**config.mk**
```make
export PLATFORM = sky130hd
export DESIGN_NAME = timestamp_to_calendar_date_unit_flat
export DESIGN_NICKNAME = d
export VERILOG_FILES = /design/src/hw/rtl/tcd_pkg.sv /design/src/hw/rtl/tcd_stream_if.sv /design/src/hw/rtl/tcd_cmp_sub.sv /design/src/hw/rtl/timestamp_to_calendar_date_unit.sv /design/src/flat_wrapper.sv
export SDC_FILE = /design/constraint.sdc
export NUM_CORES = 1
export LEC_CHECK = 0
export ABC_AREA = 1
export BUFFER_PORTS_ARGS = -buffer_cell sky130_fd_sc_hd__buf_2
export CAP_MARGIN = 20
export CORE_UTILIZATION = 40
export CTS_CLUSTER_DIAMETER = 40
export DETAILED_ROUTE_END_ITERATION = 8
export PLACE_DENSITY_LB_ADDON = 0.25
export SLEW_MARGIN = 20
export SYNTH_ARGS = -nofsm -noshare
export SYNTH_HDL_FRONTEND = slang
export SYNTH_SLANG_ARGS = --single-unit
```
**constraint.sdc**
```tcl
create_clock -name clk -period 14.79 [get_ports clk]
set_input_delay 2.2185 -clock clk [delete_from_list [all_inputs] [get_ports clk]]
set_output_delay 2.2185 -clock clk [all_outputs]
set_load 0.01 [all_outputs]
```
**src/hw/rtl/tcd_pkg.sv**
```systemverilog
// Shared types, constants and helper functions of the timestamp-to-date unit.
`timescale 1ns / 1ps

package tcd_pkg;

    // Field widths of the input and result beats.
    localparam int MS_W    = 42;
    localparam int YEAR_W  = 11;
    localparam int MONTH_W = 4;
    localparam int DAY_W   = 5;
    localparam int HOUR_W  = 5;
    localparam int MIN_W   = 6;
    localparam int SEC_W   = 6;
    localparam int MSEC_W  = 10;

    // Default epoch and the number of year offsets (0 to 136) that 32-bit seconds can reach.
    localparam int EPOCH_YEAR_DEF = 1900;
    localparam int MAX_YEARS      = 137;

    // Internal widths: remainder of a division step, day count, digit counter,
    // and the subtrahend of the shared compare-subtract unit.
    localparam int REM_W  = 10;
    localparam int DAYS_W = 16;
    localparam int CNT_W  = 2;
    localparam int LEN_W  = 10;

    // Long division by the constants, sixteen dividend bits per digit. A digit
    // step divides {remainder, chunk}, which stays below 2^DIGIT_W.
    localparam int CHUNK_W     = 16;
    localparam int DIVD_W      = 48;
    localparam int DIGIT_W     = REM_W + CHUNK_W;
    localparam int RECIP_W     = 22;
    localparam int PROD_W      = DIGIT_W + RECIP_W;
    localparam int MS_CHUNKS   = 3;
    localparam int TIME_CHUNKS = 2;

    // Leap cycle tracking.
    localparam int LEAP_CYC_W = 9;
    localparam int LEAP_CYCLE = 400;

    // Division pass codes.
    localparam logic [1:0] PH_MS   = 2'd0;
    localparam logic [1:0] PH_SEC  = 2'd1;
    localparam logic [1:0] PH_MIN  = 2'd2;
    localparam logic [1:0] PH_HOUR = 2'd3;

    // Month index codes used by the sequencer.
    localparam logic [MONTH_W-1:0] MON_JAN = 4'd0;
    localparam logic [MONTH_W-1:0] MON_FEB = 4'd1;
    localparam logic [MONTH_W-1:0] MON_DEC = 4'd11;

    localparam logic [LEN_W-1:0] DAYS_YEAR      = 10'd365;
    localparam logic [LEN_W-1:0] DAYS_LEAP_YEAR = 10'd366;

    typedef struct packed {
        logic [MS_W-1:0] ms_since_epoch;
    } tcd_in_t;

    typedef struct packed {
        logic [YEAR_W-1:0]  year;
        logic [MONTH_W-1:0] month;
        logic [DAY_W-1:0]   day;
        logic [HOUR_W-1:0]  hour;
        logic [MIN_W-1:0]   minute;
        logic [SEC_W-1:0]   second;
        logic [MSEC_W-1:0]  millisecond;
    } tcd_out_t;

    // Constant divisor of each division pass.
    function automatic logic [LEN_W-1:0] div_const(input logic [1:0] ph);
        logic [LEN_W-1:0] d;
        case (ph)
            PH_MS:   d = 10'd1000;
            PH_SEC:  d = 10'd60;
            PH_MIN:  d = 10'd60;
            PH_HOUR: d = 10'd24;
            default: d = 10'd24;
        endcase
        return d;
    endfunction

    // Reciprocal of each divisor, floor(2^DIGIT_W / d). The quotient estimate
    // it gives for a digit is exact or one too low.
    function automatic logic [RECIP_W-1:0] div_recip(input logic [1:0] ph);
        logic [RECIP_W-1:0] m;
        case (ph)
            PH_MS:   m = 22'd67108;
            PH_SEC:  m = 22'd1118481;
            PH_MIN:  m = 22'd1118481;
            PH_HOUR: m = 22'd2796202;
            default: m = 22'd2796202;
        endcase
        return m;
    endfunction

    // Number of sixteen-bit digits in each division pass.
    function automatic logic [CNT_W-1:0] div_chunks(input logic [1:0] ph);
        logic [CNT_W-1:0] n;
        case (ph)
            PH_MS:   n = CNT_W'(MS_CHUNKS);
            default: n = CNT_W'(TIME_CHUNKS);
        endcase
        return n;
    endfunction

    // Length of a month, February stretched in leap years.
    function automatic logic [LEN_W-1:0] month_len(input logic [MONTH_W-1:0] idx,
                                                   input logic leap);
        logic [LEN_W-1:0] len;
        case (idx)
            4'd0:    len = 10'd31;
            4'd1:    len = leap ? 10'd29 : 10'd28;
            4'd2:    len = 10'd31;
            4'd3:    len = 10'd30;
            4'd4:    len = 10'd31;
            4'd5:    len = 10'd30;
            4'd6:    len = 10'd31;
            4'd7:    len = 10'd31;
            4'd8:    len = 10'd30;
            4'd9:    len = 10'd31;
            4'd10:   len = 10'd30;
            4'd11:   len = 10'd31;
            default: len = 10'd31;
        endcase
        return len;
    endfunction

endpackage

```
**src/hw/rtl/tcd_stream_if.sv**
```systemverilog
// Valid/ready stream channel carrying one payload beat per handshake.
`timescale 1ns / 1ps

interface tcd_stream_if #(
    parameter type payload_t = logic
);
    logic     valid;
    logic     ready;
    payload_t payload;

    modport source (output valid, output payload, input ready);
    modport sink   (input valid, input payload, output ready);
endinterface

```
**src/hw/rtl/tcd_cmp_sub.sv**
```systemverilog
// Shared compare-and-subtract unit used by the correction, year and month steps of the sequencer.
`timescale 1ns / 1ps

module tcd_cmp_sub (
    input  logic [tcd_pkg::DAYS_W-1:0] a,
    input  logic [tcd_pkg::LEN_W-1:0]  b,
    output logic                       ge,
    output logic [tcd_pkg::DAYS_W-1:0] diff
);
    import tcd_pkg::*;

    logic [DAYS_W:0] wide_diff;

    // One wide subtract; the borrow bit doubles as the compare result.
    assign wide_diff = {1'b0, a} - {1'b0, DAYS_W'(b)};
    assign ge        = ~wide_diff[DAYS_W];
    assign diff      = wide_diff[DAYS_W-1:0];

endmodule

```
**src/hw/rtl/timestamp_to_calendar_date_unit.sv**
```systemverilog
// Top level: millisecond timestamp to Gregorian calendar date and time of day.
`timescale 1ns / 1ps

// Converts a count of milliseconds since EPOCH_YEAR-01-01 00:00:00.000 into
// year, month, day, hour, minute, second and millisecond. The whole-second
// count is kept to 32 bits, so larger inputs wrap before the calendar split.
// One beat is taken at a time: after a stamp beat is accepted the unit stays
// busy until it has stripped the whole years since the epoch (up to 136) and
// walked the months, and the output register is free. The divisions by 1000,
// 60, 60 and 24 run as long division sixteen bits at a time, three digits for
// the first and two for each of the others, and every digit takes three steps:
// a reciprocal multiply for the quotient estimate, the remainder, and a
// correction on the shared compare-subtract unit. That unit then strips one
// year per cycle and one month per cycle. The result sits in an output
// register, so a new stamp beat is taken while the previous date beat still
// waits for the sink.
module timestamp_to_calendar_date_unit #(
    parameter int EPOCH_YEAR = tcd_pkg::EPOCH_YEAR_DEF
) (
    input  logic         clk,
    input  logic         rst_n,
    tcd_stream_if.sink   stamp,
    tcd_stream_if.source date
);
    import tcd_pkg::*;

    localparam int YR_W = $clog2(EPOCH_YEAR + MAX_YEARS + 1);
    localparam logic [YR_W-1:0]       YEAR0  = YR_W'(EPOCH_YEAR);
    localparam logic [LEAP_CYC_W-1:0] CYC0   = LEAP_CYC_W'(EPOCH_YEAR % LEAP_CYCLE);
    localparam logic [LEAP_CYC_W-1:0] CYC_LAST = LEAP_CYC_W'(LEAP_CYCLE - 1);

    // Sequencer states.
    localparam logic [2:0] ST_IDLE  = 3'd0;
    localparam logic [2:0] ST_MUL   = 3'd1;
    localparam logic [2:0] ST_REM   = 3'd2;
    localparam logic [2:0] ST_FIX   = 3'd3;
    localparam logic [2:0] ST_YEAR  = 3'd4;
    localparam logic [2:0] ST_MONTH = 3'd5;

    logic [2:0]            state_reg, state_next;
    logic [1:0]            phase_reg, phase_next;
    logic [CNT_W-1:0]      cnt_reg, cnt_next;
    logic [DIVD_W-1:0]     q_reg, q_next;
    logic [REM_W-1:0]      rem_reg, rem_next;
    logic [CHUNK_W-1:0]    qe_reg, qe_next;
    logic [REM_W:0]        r_reg, r_next;
    logic [DAYS_W-1:0]     days_reg, days_next;
    logic [YR_W-1:0]       year_reg, year_next;
    logic [LEAP_CYC_W-1:0] cyc_reg, cyc_next;
    logic [MONTH_W-1:0]    mon_reg, mon_next;
    logic [MSEC_W-1:0]     msec_reg, msec_next;
    logic [SEC_W-1:0]      sec_reg, sec_next;
    logic [MIN_W-1:0]      min_reg, min_next;
    logic [HOUR_W-1:0]     hour_reg, hour_next;
    logic                  out_valid_reg, out_valid_next;
    tcd_out_t              out_reg, out_next;

    logic [DIGIT_W-1:0]    digit;
    logic [PROD_W-1:0]     recip_prod;
    logic [DIGIT_W-1:0]    back_prod;
    logic [DIGIT_W-1:0]    rem_est;
    logic [CHUNK_W-1:0]    q_digit;
    logic [REM_W-1:0]      rem_fix;
    logic [DIVD_W-1:0]     q_shift;
    logic [DAYS_W-1:0]     alu_a;
    logic [LEN_W-1:0]      alu_b;
    logic                  alu_ge;
    logic [DAYS_W-1:0]     alu_diff;
    logic                  leap;
    logic                  out_free;
    logic                  month_done;
    tcd_in_t               in_beat;

    assign in_beat = stamp.payload;

    // Leap rule from the position in the 400-year cycle.
    assign leap = (cyc_reg[1:0] == 2'b00)
                  && (cyc_reg != LEAP_CYC_W'(100))
                  && (cyc_reg != LEAP_CYC_W'(200))
                  && (cyc_reg != LEAP_CYC_W'(300));

    // One digit of the long division: the running remainder above the next
    // sixteen dividend bits. The reciprocal estimate is exact or one low.
    assign digit      = {rem_reg, q_reg[DIVD_W-1 -: CHUNK_W]};
    assign recip_prod = {{RECIP_W{1'b0}}, digit} * {{DIGIT_W{1'b0}}, div_recip(phase_reg)};
    assign back_prod  = {{(DIGIT_W-CHUNK_W){1'b0}}, qe_reg}
                        * {{(DIGIT_W-LEN_W){1'b0}}, div_const(phase_reg)};
    assign rem_est    = digit - back_prod;

    // Operand selection for the shared unit.
    always_comb
    begin
        case (state_reg)
            ST_FIX:
            begin
                alu_a = DAYS_W'(r_reg);
                alu_b = div_const(phase_reg);
            end
            ST_YEAR:
            begin
                alu_a = days_reg;
                alu_b = leap ? DAYS_LEAP_YEAR : DAYS_YEAR;
            end
            default:
            begin
                alu_a = days_reg;
                alu_b = month_len(mon_reg, leap);
            end
        endcase
    end

    tcd_cmp_sub u_cmp_sub (
        .a    (alu_a),
        .b    (alu_b),
        .ge   (alu_ge),
        .diff (alu_diff)
    );

    // Corrected quotient digit and remainder, shifted into the dividend.
    assign q_digit = qe_reg + CHUNK_W'(alu_ge);
    assign rem_fix = alu_ge ? REM_W'(alu_diff) : REM_W'(r_reg);
    assign q_shift = {q_reg[DIVD_W-CHUNK_W-1:0], q_digit};

    assign out_free   = ~out_valid_reg | date.ready;
    assign month_done = (mon_reg == MON_DEC) | ~alu_ge;

    assign stamp.ready  = (state_reg == ST_IDLE);
    assign date.valid   = out_valid_reg;
    assign date.payload = out_reg;

    // Sequencer next-state logic.
    always_comb
    begin
        state_next     = state_reg;
        phase_next     = phase_reg;
        cnt_next       = cnt_reg;
        q_next         = q_reg;
        rem_next       = rem_reg;
        qe_next        = qe_reg;
        r_next         = r_reg;
        days_next      = days_reg;
        year_next      = year_reg;
        cyc_next       = cyc_reg;
        mon_next       = mon_reg;
        msec_next      = msec_reg;
        sec_next       = sec_reg;
        min_next       = min_reg;
        hour_next      = hour_reg;
        out_next       = out_reg;
        out_valid_next = out_valid_reg & ~date.ready;

        case (state_reg)
            ST_IDLE:
            begin
                if (stamp.valid)
                begin
                    q_next     = DIVD_W'(in_beat.ms_since_epoch);
                    rem_next   = '0;
                    phase_next = PH_MS;
                    cnt_next   = div_chunks(PH_MS);
                    state_next = ST_MUL;
                end
            end
            ST_MUL:
            begin
                qe_next    = recip_prod[DIGIT_W +: CHUNK_W];
                state_next = ST_REM;
            end
            ST_REM:
            begin
                r_next     = rem_est[REM_W:0];
                state_next = ST_FIX;
            end
            ST_FIX:
            begin
                q_next     = q_shift;
                rem_next   = rem_fix;
                cnt_next   = cnt_reg - CNT_W'(1);
                state_next = ST_MUL;
                if (cnt_reg == CNT_W'(1))
                begin
                    // Pass finished: store the remainder in its field, move the low 32
                    // quotient bits to the top of the dividend for the next pass.
                    rem_next   = '0;
                    phase_next = phase_reg + 2'd1;
                    cnt_next   = div_chunks(phase_reg + 2'd1);
                    q_next     = q_shift << CHUNK_W;
                    case (phase_reg)
                        PH_MS:
                        begin
                            msec_next = rem_fix;
                        end
                        PH_SEC:
                        begin
                            sec_next = SEC_W'(rem_fix);
                        end
                        PH_MIN:
                        begin
                            min_next = MIN_W'(rem_fix);
                        end
                        default:
                        begin
                            hour_next  = HOUR_W'(rem_fix);
                            days_next  = q_shift[DAYS_W-1:0];
                            year_next  = YEAR0;
                            cyc_next   = CYC0;
                            state_next = ST_YEAR;
                        end
                    endcase
                end
            end
            ST_YEAR:
            begin
                // Strip one whole year per cycle.
                if (alu_ge)
                begin
                    days_next = alu_diff;
                    year_next = year_reg + YR_W'(1);
                    cyc_next  = (cyc_reg == CYC_LAST) ? '0 : cyc_reg + LEAP_CYC_W'(1);
                end
                else
                begin
                    mon_next   = MON_JAN;
                    state_next = ST_MONTH;
                end
            end
            default:
            begin
                // Walk the month table; December takes whatever is left.
                if (!month_done)
                begin
                    days_next = alu_diff;
                    mon_next  = mon_reg + MONTH_W'(1);
                end
                else if (out_free)
                begin
                    out_next.year        = YEAR_W'(year_reg);
                    out_next.month       = mon_reg + MONTH_W'(1);
                    out_next.day         = days_reg[DAY_W-1:0] + DAY_W'(1);
                    out_next.hour        = hour_reg;
                    out_next.minute      = min_reg;
                    out_next.second      = sec_reg;
                    out_next.millisecond = msec_reg;
                    out_valid_next       = 1'b1;
                    state_next           = ST_IDLE;
                end
            end
        endcase
    end

    // Control registers.
    always_ff @(posedge clk or negedge rst_n)
    begin
        if (!rst_n)
        begin
            state_reg     <= ST_IDLE;
            phase_reg     <= PH_MS;
            cnt_reg       <= '0;
            out_valid_reg <= 1'b0;
        end
        else
        begin
            state_reg     <= state_next;
            phase_reg     <= phase_next;
            cnt_reg       <= cnt_next;
            out_valid_reg <= out_valid_next;
        end
    end

    // Datapath registers.
    always_ff @(posedge clk)
    begin
        q_reg    <= q_next;
        rem_reg  <= rem_next;
        qe_reg   <= qe_next;
        r_reg    <= r_next;
        days_reg <= days_next;
        year_reg <= year_next;
        cyc_reg  <= cyc_next;
        mon_reg  <= mon_next;
        msec_reg <= msec_next;
        sec_reg  <= sec_next;
        min_reg  <= min_next;
        hour_reg <= hour_next;
        out_reg  <= out_next;
    end

endmodule

```
**src/flat_wrapper.sv**
```systemverilog
// flat-port wrapper written by rule: the top's interface ports become plain ports
module timestamp_to_calendar_date_unit_flat import tcd_pkg::*;
#(
    parameter int EPOCH_YEAR = tcd_pkg::EPOCH_YEAR_DEF
)
  (clk, rst_n, stamp_valid, stamp_payload, stamp_ready, date_valid, date_payload, date_ready);
  tcd_stream_if stamp_i ();
  tcd_stream_if date_i ();
  input  logic clk;
  input  logic rst_n;
  input wire logic [$bits(stamp_i.valid)-1:0] stamp_valid;
  input wire logic [$bits(stamp_i.payload)-1:0] stamp_payload;
  output wire logic [$bits(stamp_i.ready)-1:0] stamp_ready;
  output wire logic [$bits(date_i.valid)-1:0] date_valid;
  output wire logic [$bits(date_i.payload)-1:0] date_payload;
  input wire logic [$bits(date_i.ready)-1:0] date_ready;
  assign stamp_i.valid = stamp_valid;
  assign stamp_i.payload = stamp_payload;
  assign stamp_ready = stamp_i.ready;
  assign date_valid = date_i.valid;
  assign date_payload = date_i.payload;
  assign date_i.ready = date_ready;
  timestamp_to_calendar_date_unit #(.EPOCH_YEAR(EPOCH_YEAR)) u_core (.clk(clk), .rst_n(rst_n), .stamp(stamp_i), .date(date_i));
endmodule
```
Word level (Yosys, flattened, before mapping)
Index checks and enable logic that the tools add are counted.

word-level totals
  bits in registers = 124
  latch bits = 0
  bits in writable memories = 0
  memory bits (read-only) = 0
  logic and storage cells = 125
  memories = 0

cells by class
  $add $sub $neg = 7
  $mul = 2
  divide/modulo/power cells = 0
  order comparisons = 0
  equality and inequality tests = 25
  shifts and indexed selects = 0
  muxes and demuxes = 44
  bitwise gates (word level) = 9
  reduce and logical (&&, ||, !) cells = 25

operator list
  kind                                           number
  two-way mux 48 bit                             2
  one-hot mux 48 bit (2 select lines)            1
  two-way mux 16 bit                             5
  one-hot mux 22 bit (3 select lines)            1
  one-hot mux 10 bit (2 select lines)            3
  one-hot mux 16 bit (3 select lines)            1
  multiplier 26 x 22 -> 42 bit                   1
  two-way mux 9 bit                              4
  two-way mux 10 bit                             3
  one-hot mux 10 bit (3 select lines)            1
  two-way mux 3 bit                              6
  one-hot mux 9 bit (2 select lines)             1
  subtractor 16 x 10 -> 17 bit                   1
  adder 16 x 1 -> 16 bit                         1
  multiplier 16 x 10 -> 11 bit                   1
  one-hot mux 3 bit (5 select lines)             1
  == test 4 bit (second input constant)          3
  AND reduction 3 bit                            4
  nonzero test 6 bit                             2
  subtractor 11 bit                              1
  two-way mux 2 bit                              5
  inequality test 2 bit (second input constant)  5
  adder 9 x 1 -> 9 bit (second input constant)   1
  == test 9 bit (second input constant)          1
  other kinds (34)                               57

Depth between registers and ports, before layout
  depth in word-level cells = 13
  gate-level depth with buffers = 31
  mapped depth without buffers = 29

Cells and area by module
Synthesis repeated with hierarchy kept, for this count alone.

unflattened totals
  cells, all modules = 2708
  area total of the unflattened synthesis = 23102.2 µm²

modules (own cells, without submodules)
  module                           times used  cells each  area an instance (µm²)
  timestamp_to_calendar_date_unit  1           2551        22313.9
  tcd_cmp_sub                      1           157         788.3

Worst setup path after synthesis
Ideal clock, no wire load.

  path type = input port to flip-flop
  from = input stamp_valid
  to = register u_core.phase_reg[0]
  library setup time = 0.128 ns
  arrival = 7.010 ns
  path slack = 7.652 ns
  cell stages on the path = 5
  buffers on the path = 0
  path through = inv_1 > o21ai_0 > inv_1 > nor2_1 > o21ai_0

between the ends
  word-level cells in the longest chain between the ends = 2

RTL lines
  item                                    line                                    text
  start, declared                         flat_wrapper.sv:11                      input wire logic [$bits(stamp_i.valid)-1:0] stamp_valid;
  inequality test 2 bit (no source line)  n/a
  AND reduction 3 bit (no source line)    n/a
  end signal, assigned                    timestamp_to_calendar_date_unit.sv:264  phase_reg <= phase_next;
  end, declared                           timestamp_to_calendar_date_unit.sv:41   logic [1:0] phase_reg, phase_next;

No other way between the ends.
A chain may end at the register's enable or synchronous reset.

Final worst setup path
  from = register u_core.phase_reg[0]
  to = register u_core.qe_reg[15] (data pin)

between the ends
  word-level cells in the longest chain between the ends = 4
  elaborated cells between the ends (all ways) = 7

RTL lines
  item                                                     line                                    text
  == test 2 x 1 -> 1 bit or == test 2 bit (tied branches)  n/a
  OR reduction 2 bit (no source line)                      n/a
  one-hot mux 22 bit (3 select lines) (*)                  tcd_pkg.sv:86                           case (ph)
  multiplier 26 x 22 -> 42 bit (*)                         timestamp_to_calendar_date_unit.sv:85   assign recip_prod = {{RECIP_W{1'b0}}, digit} * {{DIGIT_W{1'b0}}, div_recip(phase_reg)};
  named net u_core.recip_prod[41]                          timestamp_to_calendar_date_unit.sv:59   logic [PROD_W-1:0] recip_prod;
  end signal, assigned                                     timestamp_to_calendar_date_unit.sv:275  qe_reg <= qe_next;
  end, declared                                            timestamp_to_calendar_date_unit.sv:45   logic [CHUNK_W-1:0] qe_reg, qe_next;

The timed path passes the listed nets; every way through them passes the cells marked *. The select of a mux whose other input is x is not followed.

==> results.sh <==
export IMPL_outcome="finished, final reports clean"
export IMPL_path_class="flip-flop to flip-flop"
export IMPL_antenna_cells=0
export IMPL_clock_sinks=124
export IMPL_dp_slack_ns=7.32
export IMPL_holdBufCountCts=0
export IMPL_vias=17300
export IMPL_start_util=0.406
export IMPL_synth_area_per_cell_um2=8.65
export IMPL_routedWlPerCell_um=19.8
export IMPL_finalWorstSetupSlack_ns=7.06
export IMPL_crit_path_top_delay_cell="buf_4"
export IMPL_ant_nets=0
export IMPL_die_w_um=242
export IMPL_dp_cells=3389
export IMPL_fin_crit_sh=0.522
export IMPL_fmax_mhz=129
export IMPL_slew_violations=0
export IMPL_wl_mm=67.7
export IMPL_cts_resized=0
export IMPL_drtIter0Drc=1378
export IMPL_cp_max_fo=63
export IMPL_die_area_mm2=0.0584
export IMPL_hpwl_mm=58.9
export IMPL_r2r_cells=26
export IMPL_grt_pass1_vias=18300
export IMPL_ys_seq_elements=124
export IMPL_use_met2=0.378
export IMPL_rsz0062_at_grt="no"
export IMPL_ys_seq_area_frac=0.160
export IMPL_cp_common_cell="inv_1"
export IMPL_hold_path_class="flip-flop to flip-flop"
export IMPL_r2r_start="u_core.phase_reg[0]"
export IMPL_setup_worst_path_end="u_core.qe_reg[15]"
export IMPL_setup_violations_final=0
export IMPL_grt_pass1_wl_mm=107
export IMPL_nNetsFinal=3315
export IMPL_grt_overflow=0
export IMPL_relSlewSlack=0.266
export IMPL_synth_commonest_cells="inv_1, nand2_1, fa_1"
export IMPL_io_pins=8
export IMPL_synthToLayoutAreaGrowth_pct=6.41
export IMPL_clockBufferDepth=2
export IMPL_top_usage_layer="met2"
export IMPL_r2r_end="u_core.qe_reg[15]"
export IMPL_met3_usage=0.0376
export IMPL_stdcell_area_mm2=0.0244
export IMPL_n_fill_cell=5723
export IMPL_tns_ns=0
export IMPL_antenna_found_initial=2
export IMPL_synth_top_area_frac=0.348
export IMPL_async_reset_ff_frac=0.0645
export IMPL_tightest_slew_ns=1.10
export IMPL_syn_inst=2656
export IMPL_grt_max_degree=64
export IMPL_gp_congestion=0.968
export IMPL_cap_violations=0
export IMPL_h_tree_depth=4
export IMPL_cellLeakagePower_nw=12.9
export IMPL_post_cts_buffers=0
export IMPL_gr_usage_all_layers=0.241
export IMPL_rows=87
export IMPL_final_cells=3421
export IMPL_cp_required_ns=14.97
export IMPL_numCtsBuffers=17
export IMPL_portBuffers=7
export IMPL_yosysMostFrequentCell="inv_1"
export IMPL_largest_reg_flops=48
export IMPL_synth_area_top_cells="fa_1, edfxtp_1, ha_1, inv_1, nand2_1"
export IMPL_timing_final_crit_period_ns=7.73
export IMPL_drive_above_1_share=0.0285
export IMPL_yosysWarnings=0
export IMPL_path_clk_slew_ns=0.06
export IMPL_yosysUniqueCellTypes=48
export IMPL_yosysTopAreaCell="fa_1"
export IMPL_utilization=0.432
export IMPL_endpoint_kind="flip-flop"
export IMPL_drc=0
export IMPL_syn_area_mm2=0.0230
export IMPL_finalClockSkew_ns=0.00736
export IMPL_power_density_mw_per_mm2=33.2
export IMPL_clock_latency_ns=0.42
export IMPL_routed_via_density=5.05
export IMPL_cpPeakStageDelay_ns=0.56
export IMPL_cp_arrival_ns=7.90
export IMPL_synth_edf_count=116
export IMPL_critPathLaunch="u_core.phase_reg[0]"
export IMPL_synthFlopType="edfxtp_1"
export IMPL_ir_worst_vdd_mv=0.0725
export IMPL_first_pass_iters=6
export IMPL_cts_tree="yes"
export IMPL_r2r_slack_ns=7.06
export IMPL_dpl_instance_area_mm2=0.0239
export IMPL_use_met1=0.345
export IMPL_core_mm2=0.0566
export IMPL_cp_start_kind="flip-flop"
export IMPL_finalHoldViolations=0
export IMPL_die_y_um=242
export IMPL_cts_root_buf="clkbuf_16"
stage by stage:
step | hold slack (ns) | power, mW
2_1_floorplan | 0.400 | 0.398
3_3_place_gp | 0.428 | 0.405
3_5_place_dp | 0.412 | 0.404
4_1_cts | 0.450 | 0.818
5_1_grt | 0.475 | 0.835
6_report | 0.458 | 0.811
cells in the final DEF (no fill, tap or decap), types with 2 or more instances in the layout:
cell type,instances
inv_1,733
nand2_1,462
fa_1,399
ha_1,258
nor2_1,209
edfxtp_1,116
o21ai_0,85
a21oi_1,83
nand3_1,62
xor2_1,45
nand4_1,25
clkbuf_16,17
nor3_1,16
xnor2_1,15
o22ai_1,13
o21bai_1,12
buf_4,12
inv_6,8
dfrtp_1,8
buf_2,7
nand2_2,6
or2_2,6
a21o_1,6
o21ai_1,6
nor4_1,6
nand3_2,4
nand3b_1,4
clkinvlp_4,4
o211ai_1,3
o21a_1,3
mux2i_1,3
conb_1,3
a31oi_1,2
nor3b_1,2
a21boi_0,2
and2_1,2
nor3_2,2
nor2_2,2
worst max-delay path: cells and delay by family (launching register included):
| family | cells | cell delay [ns] |
|---|---|---|
| DFF | 1 | 0.39 |
| and+or+nand+nor | 8 | 1.56 |
| adders and majority gates | 9 | 3.86 |
| buffers and inverters | 8 | 1.31 |
| AOI/OAI and AO/OA | 1 | 0.23 |
metal layers:
layer	part of all wire	wire [um]	vias to the layer above
met1	0.45	30300	8562
met4	0.029	1980	0
met2	0.45	30600	604
li1	-	-	8019
met3	0.071	4840	78
met5	0	0	-
cell type report:
| class | instances | area, um2 | share of cell area |
|---|---|---|---|
| Clock buffer | 17 | 425 | 0.0174 |
| Clock inverter | 15 | 150 | 0.00614 |
| Sequential cell | 124 | 3680 | 0.151 |
| Tap cell | 756 | 946 | 0.0387 |
| Multi-Input combinational cell | 1757 | 16400 | 0.669 |
| Inverter | 733 | 2750 | 0.113 |
| Timing Repair Buffer | 19 | 125 | 0.00512 |
cells by family after synthesis:
| kind of cell | Yosys count | share of synthesized area |
|---|---|---|
| buffers and inverters | 777 | 0.128 |
| flip-flops | 124 | 0.160 |
| adder cells (fa/ha/maj) | 658 | 0.489 |
| XOR/XNOR | 60 | 0.0229 |
| other | 1 | 0.000163 |
| multiplexers | 3 | 0.00131 |
| AO/OA/AOI/OAI | 224 | 0.0537 |
| AND/OR/NAND/NOR | 809 | 0.144 |
report_power, final:
part           internal, mW          switching [mW]  total (mW)
Clock                 0.236                   0.177       0.413
Sequential            0.378  0.00000000000000000634       0.378
Combinational       0.00699                  0.0128      0.0198
Total                 0.621                   0.189       0.811
how the worst min path moves through the flow:
| stage | startpoint | endpoint | slack, ns | depth (start not counted) |
|---|---|---|---|---|
| finish | u_core.msec_reg[0] | u_core.date.payload | 0.46 | 0 |
| global route | u_core.msec_reg[0] | u_core.date.payload | 0.47 | 0 |
| CTS | u_core.msec_reg[0] | u_core.date.payload | 0.45 | 0 |
| detailed placement | u_core.msec_reg[0] | u_core.date.payload | 0.41 | 0 |
| global placement | u_core.msec_reg[0] | u_core.date.payload | 0.43 | 0 |
| floorplan | u_core.msec_reg[0] | u_core.date.payload | 0.40 | 0 |
Note: power is estimated with default switching activity, not from simulation.
